===== src/rtl/vppc_pkg.sv =====
// Package with types, codes and constants shared by the voice prompt controller.
`timescale 1ns / 1ps

package vppc_pkg;

    // Field widths
    localparam int TYPE_W    = 3;
    localparam int BYTE_W    = 8;
    localparam int DUR_W     = 12;
    localparam int TPS_W     = 10;
    localparam int CFG_IDX_W = 3;
    localparam int CFG_DAT_W = 10;
    localparam int IN_DATA_W  = 16;
    localparam int OUT_DATA_W = 16;

    // Default countdown width in bits
    localparam int COUNTDOWN_WIDTH = 22;

    // Prompt type codes
    localparam logic [TYPE_W-1:0] TYPE_MUTE  = 3'd0;
    localparam logic [TYPE_W-1:0] TYPE_ALARM = 3'd1;
    localparam logic [TYPE_W-1:0] TYPE_DUTY  = 3'd2;
    localparam logic [TYPE_W-1:0] TYPE_HOST  = 3'd3;
    localparam logic [TYPE_W-1:0] TYPE_LOCAL = 3'd4;
    localparam logic [TYPE_W-1:0] TYPE_SELF  = 3'd5;

    // Request kinds carried in the input user bit
    localparam logic CMD_REQUEST = 1'b0;
    localparam logic CMD_TICK    = 1'b1;

    // Configuration register indexes
    localparam logic [CFG_IDX_W-1:0] REG_CODE_MUTE   = 3'd0;
    localparam logic [CFG_IDX_W-1:0] REG_CODE_ALARM  = 3'd1;
    localparam logic [CFG_IDX_W-1:0] REG_CODE_DUTY   = 3'd2;
    localparam logic [CFG_IDX_W-1:0] REG_CODE_HOST   = 3'd3;
    localparam logic [CFG_IDX_W-1:0] REG_CODE_LOCAL  = 3'd4;
    localparam logic [CFG_IDX_W-1:0] REG_CODE_SELF   = 3'd5;
    localparam logic [CFG_IDX_W-1:0] REG_PLAY_CMD    = 3'd6;
    localparam logic [CFG_IDX_W-1:0] REG_TICKS_PER_S = 3'd7;

    // Configuration register reset values
    localparam logic [BYTE_W-1:0] RST_CODE_MUTE  = 8'd85;
    localparam logic [BYTE_W-1:0] RST_CODE_ALARM = 8'd1;
    localparam logic [BYTE_W-1:0] RST_CODE_DUTY  = 8'd2;
    localparam logic [BYTE_W-1:0] RST_CODE_HOST  = 8'd3;
    localparam logic [BYTE_W-1:0] RST_CODE_LOCAL = 8'd4;
    localparam logic [BYTE_W-1:0] RST_CODE_SELF  = 8'd5;
    localparam logic [BYTE_W-1:0] RST_PLAY_CMD   = 8'd242;
    localparam logic [TPS_W-1:0]  RST_TICKS_PER_S = 10'd200;

    // Configuration register file
    typedef struct packed {
        logic [BYTE_W-1:0] code_mute;
        logic [BYTE_W-1:0] code_alarm;
        logic [BYTE_W-1:0] code_duty;
        logic [BYTE_W-1:0] code_host_fault;
        logic [BYTE_W-1:0] code_local_fault;
        logic [BYTE_W-1:0] code_self_check;
        logic [BYTE_W-1:0] play_command;
        logic [TPS_W-1:0]  ticks_per_second;
    } cfg_t;

    // Decision for one request: how many bytes go out and what they are
    typedef struct packed {
        logic [1:0]        count;
        logic [BYTE_W-1:0] byte0;
        logic [BYTE_W-1:0] byte1;
        logic              type_we;
        logic [TYPE_W-1:0] new_type;
        logic              cd_we;
    } decision_t;

endpackage


===== src/rtl/vppc_decide.sv =====
// Priority decision, countdown update and output bytes for one request.
`timescale 1ns / 1ps

module vppc_decide
    import vppc_pkg::*;
#(
    parameter int CW = COUNTDOWN_WIDTH
)
(
    input  logic              cmd,
    input  logic [TYPE_W-1:0] voice_type,
    input  logic              halt,
    input  logic [DUR_W-1:0]  duration_s,
    input  logic [TYPE_W-1:0] playing_type,
    input  logic [CW-1:0]     countdown,
    input  cfg_t              cfg,
    output decision_t         dec,
    output logic [CW-1:0]     countdown_next
);

    localparam int PROD_W = DUR_W + TPS_W;

    logic [PROD_W-1:0] prod;
    logic [CW-1:0]     load;
    logic              mute_req;
    logic              play;
    logic [BYTE_W-1:0] type_code;

    // Duration in ticks, saturated to the countdown width
    assign prod = PROD_W'(duration_s) * PROD_W'(cfg.ticks_per_second);

    generate
        if (CW >= PROD_W) begin : g_wide
            assign load = CW'(prod);
        end
        else begin : g_sat
            assign load = (|prod[PROD_W-1:CW]) ? {CW{1'b1}} : prod[CW-1:0];
        end
    endgenerate

    // Mute request: mute while not on duty, or halt of the prompt now playing
    assign mute_req = ((playing_type != TYPE_DUTY) && (voice_type == TYPE_MUTE)) ||
                      (halt && (voice_type == playing_type));

    // Priority rule for starting a new prompt
    always_comb
    begin
        case (voice_type)
            TYPE_ALARM: play = 1'b1;
            TYPE_DUTY:  play = (playing_type != TYPE_ALARM);
            TYPE_HOST:  play = (playing_type != TYPE_ALARM) && (playing_type != TYPE_DUTY);
            TYPE_LOCAL: play = (playing_type == TYPE_MUTE) || (playing_type == TYPE_SELF);
            TYPE_SELF:  play = (playing_type == TYPE_MUTE);
            default:    play = 1'b0;
        endcase
    end

    // Address byte of the requested prompt
    always_comb
    begin
        case (voice_type)
            TYPE_ALARM: type_code = cfg.code_alarm;
            TYPE_DUTY:  type_code = cfg.code_duty;
            TYPE_HOST:  type_code = cfg.code_host_fault;
            TYPE_LOCAL: type_code = cfg.code_local_fault;
            TYPE_SELF:  type_code = cfg.code_self_check;
            default:    type_code = cfg.code_mute;
        endcase
    end

    // Outcome of a tick or a prompt request
    always_comb
    begin
        dec.count      = 2'd0;
        dec.byte0      = cfg.code_mute;
        dec.byte1      = cfg.play_command;
        dec.type_we    = 1'b0;
        dec.new_type   = TYPE_MUTE;
        dec.cd_we      = 1'b0;
        countdown_next = countdown - CW'(1);
        if (cmd == CMD_TICK) begin
            if (countdown != '0) begin
                dec.cd_we = 1'b1;
                if (countdown == CW'(1)) begin
                    dec.count   = 2'd1;
                    dec.type_we = 1'b1;
                end
            end
        end
        else if (mute_req) begin
            dec.count   = 2'd1;
            dec.type_we = 1'b1;
        end
        else begin
            dec.cd_we      = 1'b1;
            countdown_next = load;
            if (play) begin
                dec.count    = 2'd2;
                dec.byte0    = type_code;
                dec.type_we  = 1'b1;
                dec.new_type = voice_type;
            end
        end
    end

endmodule


===== src/rtl/voice_prompt_priority_controller_core.sv =====
// Top level of the voice prompt priority controller.
`timescale 1ns / 1ps
// Usage:
// Requests enter on the s_axis channel: tuser is the kind (0 prompt request,
// 1 timer tick), tdata carries the prompt type, halt flag and duration.
// Each request yields zero, one or two bytes for the voice chip on the
// m_axis channel; tlast marks the final byte of a request. A started prompt
// sends its address byte and then the play command; a mute sends one byte.
// Configuration registers are written over the cfg channel, always ready,
// and are meant to change only while no request is in flight.
// A request is registered in the input register, decided combinationally
// from it, and its bytes are registered in the output register before
// they reach m_axis. The output sends one byte per cycle while the
// receiver is ready; mutes, ticks and ignored requests are taken at one
// request per cycle, while a request that starts a prompt holds the
// two-byte output register until its second byte is sent. The input
// register takes the next request while the output still holds bytes, so
// a stalled receiver stops the block only once both registers are full.
// Reset mutes, stops the countdown and loads the default register values.

module voice_prompt_priority_controller_core
    import vppc_pkg::*;
#(
    parameter int CW = COUNTDOWN_WIDTH
)
(
    input  logic                   clk,
    input  logic                   rst_n,
    // Request channel
    input  logic                   s_axis_tvalid,
    output logic                   s_axis_tready,
    // tdata: voice_type[2:0], halt[3], duration_s[15:4]
    input  logic [IN_DATA_W-1:0]   s_axis_tdata,
    // tuser: cmd
    input  logic                   s_axis_tuser,
    // Result channel
    output logic                   m_axis_tvalid,
    input  logic                   m_axis_tready,
    // tdata: send_valid[0], send_byte[8:1], current_type[11:9], zero[15:12]
    output logic [OUT_DATA_W-1:0]  m_axis_tdata,
    output logic                   m_axis_tlast,
    // Configuration write channel
    input  logic                   cfg_valid,
    output logic                   cfg_ready,
    input  logic [CFG_IDX_W-1:0]   cfg_index,
    input  logic [CFG_DAT_W-1:0]   cfg_data
);

    cfg_t              cfg_reg;
    logic              in_valid_reg;
    logic              cmd_reg;
    logic [TYPE_W-1:0] vtype_reg;
    logic              halt_reg;
    logic [DUR_W-1:0]  dur_reg;
    logic [TYPE_W-1:0] playing_type_reg;
    logic [CW-1:0]     countdown_reg;
    logic [CW-1:0]     countdown_next;
    logic [1:0]        pend_reg;
    logic [BYTE_W-1:0] byte0_reg;
    logic [BYTE_W-1:0] byte1_reg;
    logic [TYPE_W-1:0] out_type_reg;
    decision_t         dec;
    logic              proc;
    logic              out_fire;
    logic              in_fire;

    // Handshakes
    assign cfg_ready     = 1'b1;
    assign out_fire      = m_axis_tvalid && m_axis_tready;
    assign proc          = in_valid_reg && ((pend_reg == 2'd0) ||
                                            ((pend_reg == 2'd1) && m_axis_tready));
    assign s_axis_tready = !in_valid_reg || proc;
    assign in_fire       = s_axis_tvalid && s_axis_tready;

    // Configuration registers
    always_ff @(posedge clk or negedge rst_n)
    begin
        if (!rst_n) begin
            cfg_reg.code_mute        <= RST_CODE_MUTE;
            cfg_reg.code_alarm       <= RST_CODE_ALARM;
            cfg_reg.code_duty        <= RST_CODE_DUTY;
            cfg_reg.code_host_fault  <= RST_CODE_HOST;
            cfg_reg.code_local_fault <= RST_CODE_LOCAL;
            cfg_reg.code_self_check  <= RST_CODE_SELF;
            cfg_reg.play_command     <= RST_PLAY_CMD;
            cfg_reg.ticks_per_second <= RST_TICKS_PER_S;
        end
        else if (cfg_valid) begin
            unique case (cfg_index)
                REG_CODE_MUTE:   cfg_reg.code_mute        <= cfg_data[BYTE_W-1:0];
                REG_CODE_ALARM:  cfg_reg.code_alarm       <= cfg_data[BYTE_W-1:0];
                REG_CODE_DUTY:   cfg_reg.code_duty        <= cfg_data[BYTE_W-1:0];
                REG_CODE_HOST:   cfg_reg.code_host_fault  <= cfg_data[BYTE_W-1:0];
                REG_CODE_LOCAL:  cfg_reg.code_local_fault <= cfg_data[BYTE_W-1:0];
                REG_CODE_SELF:   cfg_reg.code_self_check  <= cfg_data[BYTE_W-1:0];
                REG_PLAY_CMD:    cfg_reg.play_command     <= cfg_data[BYTE_W-1:0];
                REG_TICKS_PER_S: cfg_reg.ticks_per_second <= cfg_data[TPS_W-1:0];
            endcase
        end
    end

    // Input register
    always_ff @(posedge clk or negedge rst_n)
    begin
        if (!rst_n) begin
            in_valid_reg <= 1'b0;
        end
        else if (s_axis_tready) begin
            in_valid_reg <= s_axis_tvalid;
        end
    end

    always_ff @(posedge clk)
    begin
        if (in_fire) begin
            cmd_reg   <= s_axis_tuser;
            vtype_reg <= s_axis_tdata[TYPE_W-1:0];
            halt_reg  <= s_axis_tdata[TYPE_W];
            dur_reg   <= s_axis_tdata[TYPE_W+1 +: DUR_W];
        end
    end

    // Decision logic
    vppc_decide #(
        .CW (CW)
    ) u_decide (
        .cmd            (cmd_reg),
        .voice_type     (vtype_reg),
        .halt           (halt_reg),
        .duration_s     (dur_reg),
        .playing_type   (playing_type_reg),
        .countdown      (countdown_reg),
        .cfg            (cfg_reg),
        .dec            (dec),
        .countdown_next (countdown_next)
    );

    // Prompt state
    always_ff @(posedge clk or negedge rst_n)
    begin
        if (!rst_n) begin
            playing_type_reg <= TYPE_MUTE;
            countdown_reg    <= '0;
        end
        else if (proc) begin
            if (dec.type_we) begin
                playing_type_reg <= dec.new_type;
            end
            if (dec.cd_we) begin
                countdown_reg <= countdown_next;
            end
        end
    end

    // Output register: up to two bytes per request, sent in order
    always_ff @(posedge clk or negedge rst_n)
    begin
        if (!rst_n) begin
            pend_reg <= 2'd0;
        end
        else if (proc) begin
            pend_reg <= dec.count;
        end
        else if (out_fire) begin
            pend_reg <= pend_reg - 2'd1;
        end
    end

    always_ff @(posedge clk)
    begin
        if (proc) begin
            byte0_reg    <= dec.byte0;
            byte1_reg    <= dec.byte1;
            out_type_reg <= dec.type_we ? dec.new_type : playing_type_reg;
        end
        else if (out_fire) begin
            byte0_reg <= byte1_reg;
        end
    end

    assign m_axis_tvalid = (pend_reg != 2'd0);
    assign m_axis_tlast  = (pend_reg == 2'd1);
    assign m_axis_tdata  = {{(OUT_DATA_W - 1 - BYTE_W - TYPE_W){1'b0}},
                            out_type_reg, byte0_reg, 1'b1};

endmodule

===== config.mk =====
export PLATFORM = sky130hd
export DESIGN_NAME = voice_prompt_priority_controller_core
export DESIGN_NICKNAME = d
export VERILOG_FILES = /design/src/rtl/vppc_pkg.sv /design/src/rtl/vppc_decide.sv /design/src/rtl/voice_prompt_priority_controller_core.sv
export SDC_FILE = /design/constraint.sdc
export NUM_CORES = 1
export LEC_CHECK = 0
export BUFFER_PORTS_ARGS = -buffer_cell sky130_fd_sc_hd__buf_2
export CORE_MARGIN = 4
export CORE_UTILIZATION = 44
export DETAILED_ROUTE_END_ITERATION = 6
export SYNTH_ARGS = -nofsm -noshare
export SYNTH_HDL_FRONTEND = slang
export SYNTH_HIERARCHICAL = 1
export SYNTH_SLANG_ARGS = --single-unit

===== constraint.sdc =====
create_clock -name clk -period 6 [get_ports clk]
set_input_delay 0.6 -clock clk [delete_from_list [all_inputs] [get_ports clk]]
set_output_delay 0.6 -clock clk [all_outputs]
set_load 0.05 [all_outputs]

==> impl_metrics.ini <==
[sta]
max_freq_mhz = 179.1
worst_pin_slew_ns = 1.162
finalSetupTns_ns = 0
slew_limit_headroom_pct = 22.30
maxSlewViolCount = 0
finalCriticalPeriod_ns = 5.584
report.final.hold_viol_count = 0
clock-skew-final_ns = 0.01263
finalCritPeriodShare_pct = 93.07
setup-violations-final = 0
setup_slack_ns = 0.4155
grt_setup_unrepaired = no

[floorplan]
fp.dieW_um = 160.3
core_area_um2 = 22710
placementRows = 55
floorplan.initialDensity_pct = 44.94
die_h_um = 160.3
pin_count = 55
die-area_um2 = 25700

[detailed_routing]
totalWireLength_um = 22360
remaining_drc_errors = 0
wl_per_cell_um = 17.76
dr.first_iter.drc_count = 334
routed.top_layer = met4
met3_wirelength_um = 605
dr_total_vias = 6752
antenna_violating_nets_post_route = 0
dr.pass1.iters = 5
detail_route.wirelength.met1_um = 10290
vias_per_cell = 5.363
met2_length_um = 11230

[critical_path]
crit_arrival_ns = 5.88
crit_buf_inv = 5
setup.worst_path.end_class = flip-flop
crit_path_max_cell_delay_ns = 0.58
timing.critical_path.max_delay_family = adder cells
critical_path.cell_chain = nand2_1, fa_1, inv_1, fa_1, inv_1, fa_1, inv_1, fa_1, inv_1, fa_1, inv_1, ha_1, o21ai_0, a21o_1, a211oi_1, o211ai_1, a211oi_1, a211oi_1, mux2_2
crit_path_max_fanout = 13
required_ns = 6.29
crit_path_top_delay_cell = dfrtp_1
path_type_of_the_worst_setup_path = flip-flop to flip-flop
type_of_element_launching_the_critical_path = flip-flop

[logic_synthesis]
synth_top_area_share_pct = 18.39
async_reset_ff_share_pct = 72.31
synth_cells = 937
post_synth_edffs = 36
ys_ff_latch = 130
ys_types = 68
synthesis_warnings = 6
synth-main-ff-cell = dfrtp_1
avgSynthCellArea_um2 = 10.89
post_synth_main_area_contributors = dfrtp_1 (18%), fa_1 (15%), mux2_2 (12%), edfxtp_1 (11%), ha_1 (7.5%)
synth_seq_area_share_pct = 33.87
synth_area_um2 = 10210
synth_largest_area_cell = dfrtp_1

[cts]
cts_num_sinks = 130
postCtsResizedCells = 0
hold_buffers = 0
cts_made_buffers = 17
clk_pin_slew_worst_paths_ns = 0.06
cts.path.max_buffers = 2
h-tree-depth = 4
cts.repair_timing.setup_buffer_count = 0
cts.root.buffer_cell = clkbuf_16
clk-insertion-delay-late_ns = 0.42
tritoncts = done

[finish]
post-route-cell-area_um2 = 11130
finalNonFillerCells = 1259
layout.filler_cells = 2096
drive_gt1_share_pct = 23.31
count_of_inserted_antenna_diode_cells = 0
largest_register_ff_count = 66
area_growth_pct = 9.047
nNetsFinal = 1135

[place]
dpl_cell_area_um2 = 10580
post-place-cells = 1227
dp_worst_setup_slack_ns = 0.4648
global_placer_s_final_weighted_congestion = 0.8138
port_buffers = 48
hpwlAfterDp_um = 16910

[global_route]
grt_pass1_vias = 7103
grt_usage_pct = 18.18
grt_max_degree = 78
number_of_antenna_violations_at_the_first_check_in_global_routing = 0
gr-total-overflow = 0
wire_length_of_the_first_global_routing_pass_um = 37680

[job]
cap_viol_max_count = 0

[worst_hold_path]
hold_path_class = primary input to asynchronous set/reset pin

[outcome]
run_status = finished, final reports clean
-- cells in the mapped netlist, drive strengths merged, types with 8 or more instances --
master  instances
inv            94
nand2          85
mux2i          12
nand3           8
a21o            9
xor2           11
o21ai          21
buf            26
edfxtp         36
fa             78
dfstp          19
nor3           11
nor2           27
a211oi          8
a21oi          32
ha             61
and2           75
xnor2          22
mux2          111
clkbuf         25
dfrtp          75
-- through the flow --
stage	hold WS, ns	utilization [%]
floorplan	0.3044	-
global placement	0.4223	46.60
detailed placement	0.4280	46.60
CTS	0.04966	49.01
global route	0.05569	49.01
finish	0.05661	49.01
-- per-layer routing --
layer | vias up | global-route usage [%]
met5 | - | 0
met4 | 0 | 3.911
met3 | 18 | 3.002
met2 | 108 | 31.12
met1 | 3416 | 24.53
li1 | 3210 | -
-- worst paths after layout --
kind                       slack [ns]  cells after the start        startpoint           endpoint
max                              0.42                     19        cfg_reg[1]  countdown_reg[20]
min                              0.06                      1             rst_n   countdown_reg[2]
max reg2reg                      0.42                     19        cfg_reg[1]  countdown_reg[20]
min reg2reg                      0.44                      0       cfg_reg[13]       byte1_reg[3]
max in group asynchronous        4.66                      2             rst_n         cfg_reg[4]
min in group clk                 0.36                      1  s_axis_tdata[13]         dur_reg[9]
-- kinds of logic (layout without fill, tap and decap cells) --
family | after synthesis | after routing | synth area share (%)
AOI/OAI and AO/OA | 117 | 117 | 7.699
adders and majority gates | 139 | 139 | 22.78
muxes | 123 | 123 | 13.42
and+or+nand+nor | 248 | 248 | 13.23
DFF | 130 | 130 | 33.87
buffers and inverters | 145 | 178 | 6.093
xor gates and xnor gates | 33 | 33 | 2.832
other | 2 | 6 | 0.07358
-- layout make-up --
cell class              instances  area, um^2  share of cell area (%)
well taps                     285       356.6                   3.204
clock buffers                  18       429.2                   3.856
repair buffers                 52       272.8                   2.451
clock inverters                14       118.9                   1.068
flip-flops and latches        130        3457                   31.06
inverters                      94       352.8                   3.170
multi-input cells             666        6142                   55.19
-- layout by cell type, fill, tap and decap left out, types with 9 or more instances in the layout --
master,netlist,layout
clkbuf_16,0,17
fa_1,78,78
dfstp_2,19,19
mux2i_1,12,12
buf_2,8,47
xor2_1,11,11
and2_1,74,74
o21ai_0,20,20
a21o_1,9,9
inv_1,94,94
nand2_1,85,85
edfxtp_1,36,36
mux2_2,111,111
a21oi_1,32,32
nor3_1,9,9
dfrtp_1,75,75
nor2_1,27,27
xnor2_1,22,22
ha_1,61,61
Power is left out: the tool's default activity adds up to more than one toggle a clock period on the data nets, which glitch-free logic cannot reach.
